**config.mk**
```make
export PLATFORM = sky130hd
export DESIGN_NAME = si_div_cell
export DESIGN_NICKNAME = d
export VERILOG_FILES = /design/src/sv/assert_macros.svh /design/src/sv/si_div_cell.sv
export SDC_FILE = /design/constraint.sdc
export NUM_CORES = 1
export LEC_CHECK = 0
export BUFFER_PORTS_ARGS = -buffer_cell sky130_fd_sc_hd__clkbuf_2
export CORE_ASPECT_RATIO = 1.25
export CORE_MARGIN = 10
export CORE_UTILIZATION = 46
export DETAILED_ROUTE_END_ITERATION = 6
export PLACE_DENSITY_LB_ADDON = 0.25
export SETUP_SLACK_MARGIN = 0.2
export SLEW_MARGIN = 20
export SYNTH_ARGS = -nofsm -noshare
export SYNTH_HDL_FRONTEND = slang
export SYNTH_SLANG_ARGS = --single-unit
```
**constraint.sdc**
```tcl
create_clock -name clk -period 3 [get_ports clk]
set_clock_uncertainty 0.1 [all_clocks]
set_input_delay 0.15 -clock clk [delete_from_list [all_inputs] [get_ports clk]]
set_output_delay 0.15 -clock clk [all_outputs]
set_load 0.01 [all_outputs]
```
**src/sv/assert_macros.svh**
```systemverilog
// Assertion helpers shared by the RTL. Each expects clk and rst_n in scope.
`ifndef ASSERT_MACROS_SVH
`define ASSERT_MACROS_SVH
`ifndef NO_ASSERTIONS
// Same-cycle implication.
`define SI_ASSERT_IMP(lbl, ante, cons) \
  lbl: assert property (@(posedge clk) disable iff (!rst_n) (ante) |-> (cons)) \
    else $error("assertion failed");
// Next-cycle implication.
`define SI_ASSERT_NXT(lbl, ante, cons) \
  lbl: assert property (@(posedge clk) disable iff (!rst_n) (ante) |=> (cons)) \
    else $error("assertion failed");
`else
`define SI_ASSERT_IMP(lbl, ante, cons)
`define SI_ASSERT_NXT(lbl, ante, cons)
`endif
`endif

```
**src/sv/si_div_cell.sv**
```systemverilog
`timescale 1ns / 1ps
`default_nettype none
// One restoring-division step: try to take D << SHIFT off the remainder.
module si_div_cell #(
  parameter int RW    = 65,
  parameter int DDW   = 36,
  parameter int QB    = 26,
  parameter int SHIFT = 0
) (
  input  logic          clk,
  input  logic          en,
  input  logic [RW-1:0] rem_i,
  input  logic [QB-1:0] q_i,
  input  logic [DDW-1:0] d_i,
  output logic [RW-1:0] rem_o,
  output logic [QB-1:0] q_o,
  output logic [DDW-1:0] d_o
);
  logic [RW-1:0]  dsh;
  logic [RW:0]    trial;
  logic           take;
  logic [RW-1:0]  rem_r;
  logic [QB-1:0]  q_r;
  logic [DDW-1:0] d_r;

  assign dsh   = RW'(d_i) << SHIFT;
  assign trial = {1'b0, rem_i} - {1'b0, dsh};
  assign take  = !trial[RW];

  always_ff @(posedge clk) begin
    if (en) begin
      rem_r <= take ? trial[RW-1:0] : rem_i;
      q_r   <= {q_i[QB-2:0], take};
      d_r   <= d_i;
    end
  end

  assign rem_o = rem_r;
  assign q_o   = q_r;
  assign d_o   = d_r;
endmodule
`default_nettype wire

```
### Word level (Yosys, flattened, before mapping)

Cells that the tools add are included.

| storage, ports and cells | value |
|---|---|
| register bits | 127 |
| bits of input ports | 129 |
| output and inout bits | 127 |
| logic and storage cells | 6 |

| cells by class | value |
|---|---|
| $add $sub $neg | 1 |
| muxes and demuxes | 1 |
| reductions and logical operators | 1 |

Operators with widths:

| kind | count |
|---|---|
| $sub 65x36->66 | 1 |
| $mux 65 | 1 |
| $logic_not 1->1 | 1 |

### Longest topological paths before layout

Gate-level depths: netlist (run 1).

| depth | value |
|---|---|
| depth after elaboration | 2 |
| mapped depth | 14 |

### Worst setup path after synthesis (run 1)

OpenSTA, ideal clock, no wires.

| timing | value |
|---|---|
| path kind | input-to-reg |
| start | input port rem_i[0] |
| end | register rem_r[58], in the netlist rem_o[58] (data pin) |
| library setup time | 0.271 ns |
| arrival | 2.635 ns |
| setup slack | -0.006 ns |
| stages | 12 |
| buffers on the path | 0 |
| path through | inv_1 -> ha_1 -> inv_1 -> fa_1 -> a21o_1 -> a221oi_1 -> a211o_1 -> nand2_1 -> nand4_1 -> or4bb_1 -> nor4_1 -> xor2_1 |

| on the way | value |
|---|---|
| cells in the longest elaborated chain, start to end | 2 |

Ends and longest elaborated chain:

| element | RTL line | text |
|---|---|---|
| start: declaration | si_div_cell.sv:12 | `input logic [RW-1:0] rem_i,` |
| $sub 65x36->66 | si_div_cell.sv:27 | `assign trial = {1'b0, rem_i} - {1'b0, dsh};` |
| $mux 65 | si_div_cell.sv:32 | `rem_r <= take ? trial[RW-1:0] : rem_i;` |
| end signal: assignment | si_div_cell.sv:32 |  |
| end: declaration | si_div_cell.sv:22 | `logic [RW-1:0] rem_r;` |

Every way passes these cells.
A chain may end at the register's enable or synchronous reset.

### Final worst setup path (run 1)

| timing | value |
|---|---|
| start | input port rem_i[13] |
| end | register rem_r[60], in the netlist rem_o[60] (data pin) |

The elaborated chain is that of the path after synthesis.

==> results.json, run 1 <==
{
  "status": "completed",
  "fin_total_pwr_mw": 5.63,
  "worstPathArrival_ns": 2.84,
  "synth-seq-cells": 127,
  "ff_latch_area_um2": 3810,
  "p_per_area_nw_per_um2": 498,
  "drv_cap": 0,
  "core_area_um2": 15600,
  "leakagePower_nw": 4.92,
  "critPathRequiredTime_ns": 3.04,
  "synth-edff-count": 127,
  "ys_seq_area_frac": 0.519,
  "layout_common_cells": "253 x clkbuf_2, 127 x edfxtp_1, 107 x dlygate4sd3_1, 84 x buf_4, 75 x nand2_1",
  "setup_ws_ns": 0.196,
  "fin_tns_setup_ns": 0,
  "cts_buffer_depth": 2,
  "grt_max_degree": 56,
  "htreeDepth": 4,
  "fin_crit_ns": 2.80,
  "netlist.area_leader.share": 0.519,
  "grt_pass1_vias": 7489,
  "grt_pass1_wl_um": 38800,
  "yosysTopAreaCell": "edfxtp_1",
  "multiInputGateArea_um2": 3390,
  "fmax_mhz": 357,
  "timing.final.crit_share": 0.935,
  "vias": 7032,
  "dpl.hpwl_um": 18500,
  "crit_slowest_cell": "dlygate4sd3_1",
  "ant_nets": 0,
  "synth_cells": 695,
  "crit_family": "compound AO/OA/AOI/OAI gates",
  "top_layer": "met4",
  "antenna_found_initial": 0,
  "grt-ovfl-total": 0,
  "cts_tree": "yes",
  "synth_area_leaders": "edfxtp_1 52%, ha_1 6.1%, o21ai_0 3.9%, nand2_1 3.9%, xor2_1 3.8%",
  "report.final.slew_viol_count": 0,
  "worstPathMaxFanout": 3,
  "final_cells": 1367,
  "fill_cells": 1159,
  "mostFrequentLayoutCell": "clkbuf_2",
  "met2_length_um": 12800,
  "rows": 51,
  "wl_met3_um": 1650,
  "netlist-cell-type-count": 58,
  "wl_met1_um": 9410,
  "peakVddDrop_uv": 368,
  "wirelength_um": 24500,
  "drc": 0,
  "syn_area_um2": 7340,
  "cts_made_buffers": 17,
  "clock_sinks": 127,
  "placedCellCount": 1228,
  "rsz0062_at_grt": "yes",
  "dieHeight_um": 161,
  "port_buffers": 254,
  "grt_use_total": 0.224,
  "antenna_cells": 0,
  "critPathCaptureType": "flop",
  "cts_root_buffer": "clkbuf_16",
  "hp-class": "in -> reg",
  "drive_gt1_frac": 0.358,
  "firstDrtPassIters": 5,
  "crit_start": "rem_i[13]",
  "hold_ws_ns": 0.0195,
  "dieArea_um2": 21500,
  "worst_pin_slew_ns": 0.563,
  "path_depth": 11,
  "max_stage_delay_ns": 0.54,
  "crit_buf_inv": 2,
  "max_slew_margin": 0.623,
  "drtIter0Drc": 428,
  "wl_per_cell_um": 17.9,
  "yosysWarnings": 0,
  "clk_pin_slew_worst_paths_ns": 0.05,
  "syn_to_final_growth_pct": 53.8,
  "placed_cell_area_um2": 9530,
  "viasPerCell": 5.14,
  "setup_viol": 0,
  "synthFlopType": "edfxtp_1",
  "fin_util": 0.723,
  "gp_congestion": 0.928,
  "async_flop_share": 0,
  "stdcell_area_um2": 11300,
  "die_w_um": 133,
  "crit_chain": "dlygate4sd3_1 > clkbuf_2 > ha_1 > a21oi_1 > o21ai_0 > a221oi_2 > o21ai_2 > a21oi_2 > o21ai_1 > a2111oi_2 > xor2_1",
  "final-hold-violation-count": 0,
  "crit_type": "in -> reg",
  "dp_slack_ns": -0.408,
  "startpoint_type": "primary input",
  "synth_nets": 861,
  "post_cts_buffers": 0,
  "syn_avg_cell_area_um2": 10.6,
  "final_nets": 1308,
  "start_util": 0.470,
  "crit_end": "rem_o[60]",
  "pin_count": 256
}
-- state kept, by name, indices dropped and copies added (netlist names) --
| name | cells |
|---|---|
| q_o | 26 |
| d_o | 36 |
| rem_o | 65 |
-- Yosys cell counts, types with 3 or more instances --
cell type and instances:
nand2b_1 8, nor2_1 41, nor3_1 20, o21ai_0 57, a21o_1 9, nand2_1 76, a31oi_1 6, nor2b_1 8
o211ai_1 3, a211oi_1 3, xor2_1 32, edfxtp_1 127, nand4_1 10, nor4_1 15, and3_1 3, o21ai_1 4
buf_4 5, ha_1 36, xnor2_1 25, o31ai_1 4, o21bai_1 6, nand3_1 12, a211o_1 6, nand3b_1 3
mux2i_1 3, or3_1 13, or4_1 7, o21a_1 4, inv_1 44, clkbuf_1 14, or2_2 6, mux2_2 5
a21oi_1 48, a221oi_1 3
-- worst min-delay path by stage --
stage,from,endpoint,slack [ns],cells past startpoint
4_1_cts,rem_i[42],rem_o[42],0.003,2
3_3_place_gp,q_i[12],q_o[13],0.23,1
2_1_floorplan,d_i[0],d_o[0],0.15,0
6_report,rem_i[42],rem_o[42],0.02,2
3_5_place_dp,q_i[19],q_o[20],0.23,1
5_1_grt,rem_i[64],rem_o[64],0.02,2
-- where the power goes --
part           switching (mW)  internal [mW]
clock                   0.771           1.30
sequential             0.0501           2.18
combinational           0.708          0.613
total                    1.53           4.10
-- layout make-up --
type | count | share of cell area
multi-input cells | 502 | 0.300
flip-flops and latches | 127 | 0.338
inverters | 45 | 0.0152
clock inverters | 14 | 0.0145
well taps | 212 | 0.0235
clock buffers | 18 | 0.0380
repair buffers | 449 | 0.271
-- per-layer routing --
metal / GRT usage / vias up
met5: 0 / -
met4: 0.0837 / 0
met3: 0.0673 / 44
met2: 0.411 / 261
met1: 0.235 / 3251
li1: - / 3476
-- cells by family after synthesis --
group / Yosys count / share of synthesized area
DFF: 127 / 0.519
and+or+nand+nor: 232 / 0.160
xor gates and xnor gates: 57 / 0.0680
buffers and inverters: 66 / 0.0387
adders and majority gates: 37 / 0.0641
muxes: 8 / 0.0118
AOI/OAI and AO/OA: 168 / 0.139
-- what timing repair did --
action | 4_1_cts | 5_1_grt
gates cloned | 0 | 0
pin swaps | 0 | 7
hold buffers | 107 | 0
resized for setup | 3 | 20
endpoints found under the setup margin | 2 | 20
hold endpoints to repair | 107 | 0
Power figures use the tool's default switching activity.
==> run 2: changes to the inputs <==
--- a/config.mk
+++ b/config.mk
@@ -8,7 +8,7 @@
 export BUFFER_PORTS_ARGS = -buffer_cell sky130_fd_sc_hd__clkbuf_2
 export CORE_ASPECT_RATIO = 1.25
 export CORE_MARGIN = 10
-export CORE_UTILIZATION = 46
+export CORE_UTILIZATION = 51
 export DETAILED_ROUTE_END_ITERATION = 6
 export PLACE_DENSITY_LB_ADDON = 0.25
 export SETUP_SLACK_MARGIN = 0.2
==> constraint.sdc (replaced) <==
create_clock -name clk -period 2.9 [get_ports clk]
set_clock_uncertainty 0.1 [all_clocks]
set_input_delay 0.145 -clock clk [delete_from_list [all_inputs] [get_ports clk]]
set_output_delay 0.145 -clock clk [all_outputs]
set_load 0.01 [all_outputs]
==> run 2 against run 1 <==
Wire length up 8.6%. Sequential cell count unchanged. Final area up 0.83%. Non-clock buffer count up 3. Highest routed layer unchanged. Total power up 8.0%. Count of clock-buffer cells in the layout unchanged. Sequential share of layout area down 0.28 points. First-iteration DRC count down 3.3%. Utilization up 7.5 points.
==> results.json, run 2 (synthesis gave the netlist of run 1 again) <==
{
  "crit_chain": "buf_6 > inv_2 > ha_4 > inv_4 > fa_2 > a21o_1 > a221oi_2 > a211o_1 > nand2_2 > nand4_1 > or4bb_4 > nor4_4 > xor2_1",
  "drc": 0,
  "gp_congestion": 0.924,
  "setup_viol": 0,
  "report.final.slew_viol_count": 0,
  "core_area_um2": 14300,
  "ff_latch_area_um2": 3810,
  "cts_root_buffer": "clkbuf_16",
  "multiInputGateArea_um2": 3440,
  "dieHeight_um": 154,
  "drtIter0Drc": 414,
  "fin_crit_ns": 2.67,
  "pin_count": 256,
  "clk_pin_slew_worst_paths_ns": 0.06,
  "layout_common_cells": "252 x clkbuf_2, 127 x edfxtp_1, 104 x dlygate4sd3_1, 89 x buf_4, 75 x nand2_1",
  "crit_slowest_cell": "or4bb_4",
  "final-hold-violation-count": 0,
  "grt-ovfl-total": 0,
  "antenna_cells": 0,
  "start_util": 0.514,
  "rsz0062_at_grt": "yes",
  "worstPathMaxFanout": 3,
  "startpoint_type": "primary input",
  "final_nets": 1311,
  "antenna_found_initial": 0,
  "max_slew_margin": 0.541,
  "status": "completed",
  "peakVddDrop_uv": 406,
  "htreeDepth": 4,
  "ant_nets": 0,
  "mostFrequentLayoutCell": "clkbuf_2",
  "firstDrtPassIters": 5,
  "crit_buf_inv": 3,
  "syn_to_final_growth_pct": 55.1,
  "critPathCaptureType": "flop",
  "cts_tree": "yes",
  "fmax_mhz": 374,
  "cts_buffer_depth": 2,
  "dieArea_um2": 19600,
  "placedCellCount": 1197,
  "fill_cells": 878,
  "drive_gt1_frac": 0.367,
  "port_buffers": 254,
  "wl_per_cell_um": 19.9,
  "grt_pass1_vias": 7758,
  "crit_family": "simple AND/OR/NAND/NOR gates",
  "p_per_area_nw_per_um2": 534,
  "dpl.hpwl_um": 18600,
  "grt_pass1_wl_um": 41300,
  "clock_sinks": 127,
  "critPathRequiredTime_ns": 2.97,
  "hp-class": "in -> reg",
  "timing.final.crit_share": 0.922,
  "crit_type": "in -> reg",
  "max_stage_delay_ns": 0.51,
  "rows": 49,
  "wirelength_um": 26600,
  "cts_made_buffers": 17,
  "drv_cap": 0,
  "worst_pin_slew_ns": 0.681,
  "leakagePower_nw": 4.96,
  "die_w_um": 127,
  "viasPerCell": 5.50,
  "grt_max_degree": 54,
  "worstPathArrival_ns": 2.74,
  "fin_total_pwr_mw": 6.08,
  "largest_register_ff_count": 65,
  "grt_use_total": 0.262,
  "vias": 7343,
  "final_cells": 1336,
  "fin_util": 0.797
}
[run 2: path summary, 6_finish.rpt]
check	endpoint	cells after the start	from	slack [ns]
setup / recovery	rem_o[58]	13	rem_i[0]	0.23
hold / removal	rem_o[39]	2	rem_i[39]	0.001
[run 2: per-layer routing]
metal	up-vias	wire length [um]	GRT usage
met2	311	14200	0.487
li1	3476	-	-
met3	55	1870	0.0629
met5	-	0	0
met4	0	757	0.0902
met1	3501	9700	0.280
[run 2: cell type report]
class / count / share of cell area
Sequential cell: 127 / 0.335
Multi-Input combinational cell: 502 / 0.302
Timing Repair Buffer: 452 / 0.272
Clock buffer: 18 / 0.0377
Tap cell: 178 / 0.0196
Clock inverter: 14 / 0.0187
Inverter: 45 / 0.0153
[run 2: repair_timing]
action                                 4_1_cts  5_1_grt
setup endpoints to repair                    1       27
buffers inserted                             0        3
endpoints found under the hold margin      104        0
gates resized for setup                      1       21
pin swaps                                    0       16
hold buffers                               104        0
[run 2: stage by stage]
stage	TNS (ns)	hold WS, ns	setup WS [ns]	cell area [um^2]
3_3_place_gp	-0.918	0.222	-0.221	9580
4_1_cts	0	0.00516	0.238	11300
6_report	0	0.00143	0.226	11400
2_1_floorplan	0	0.144	0.168	7460
3_5_place_dp	-1.71	0.224	-0.226	9580
5_1_grt	0	0.0133	0.157	11400
[run 2: power by group]
group | switching (mW) | total (mW) | internal, mW | leakage, nW
Clock | 0.829 | 2.35 | 1.52 | 0.306
Sequential | 0.0563 | 2.31 | 2.26 | 1.24
Combinational | 0.769 | 1.41 | 0.642 | 3.41
Total | 1.65 | 6.08 | 4.42 | 4.96
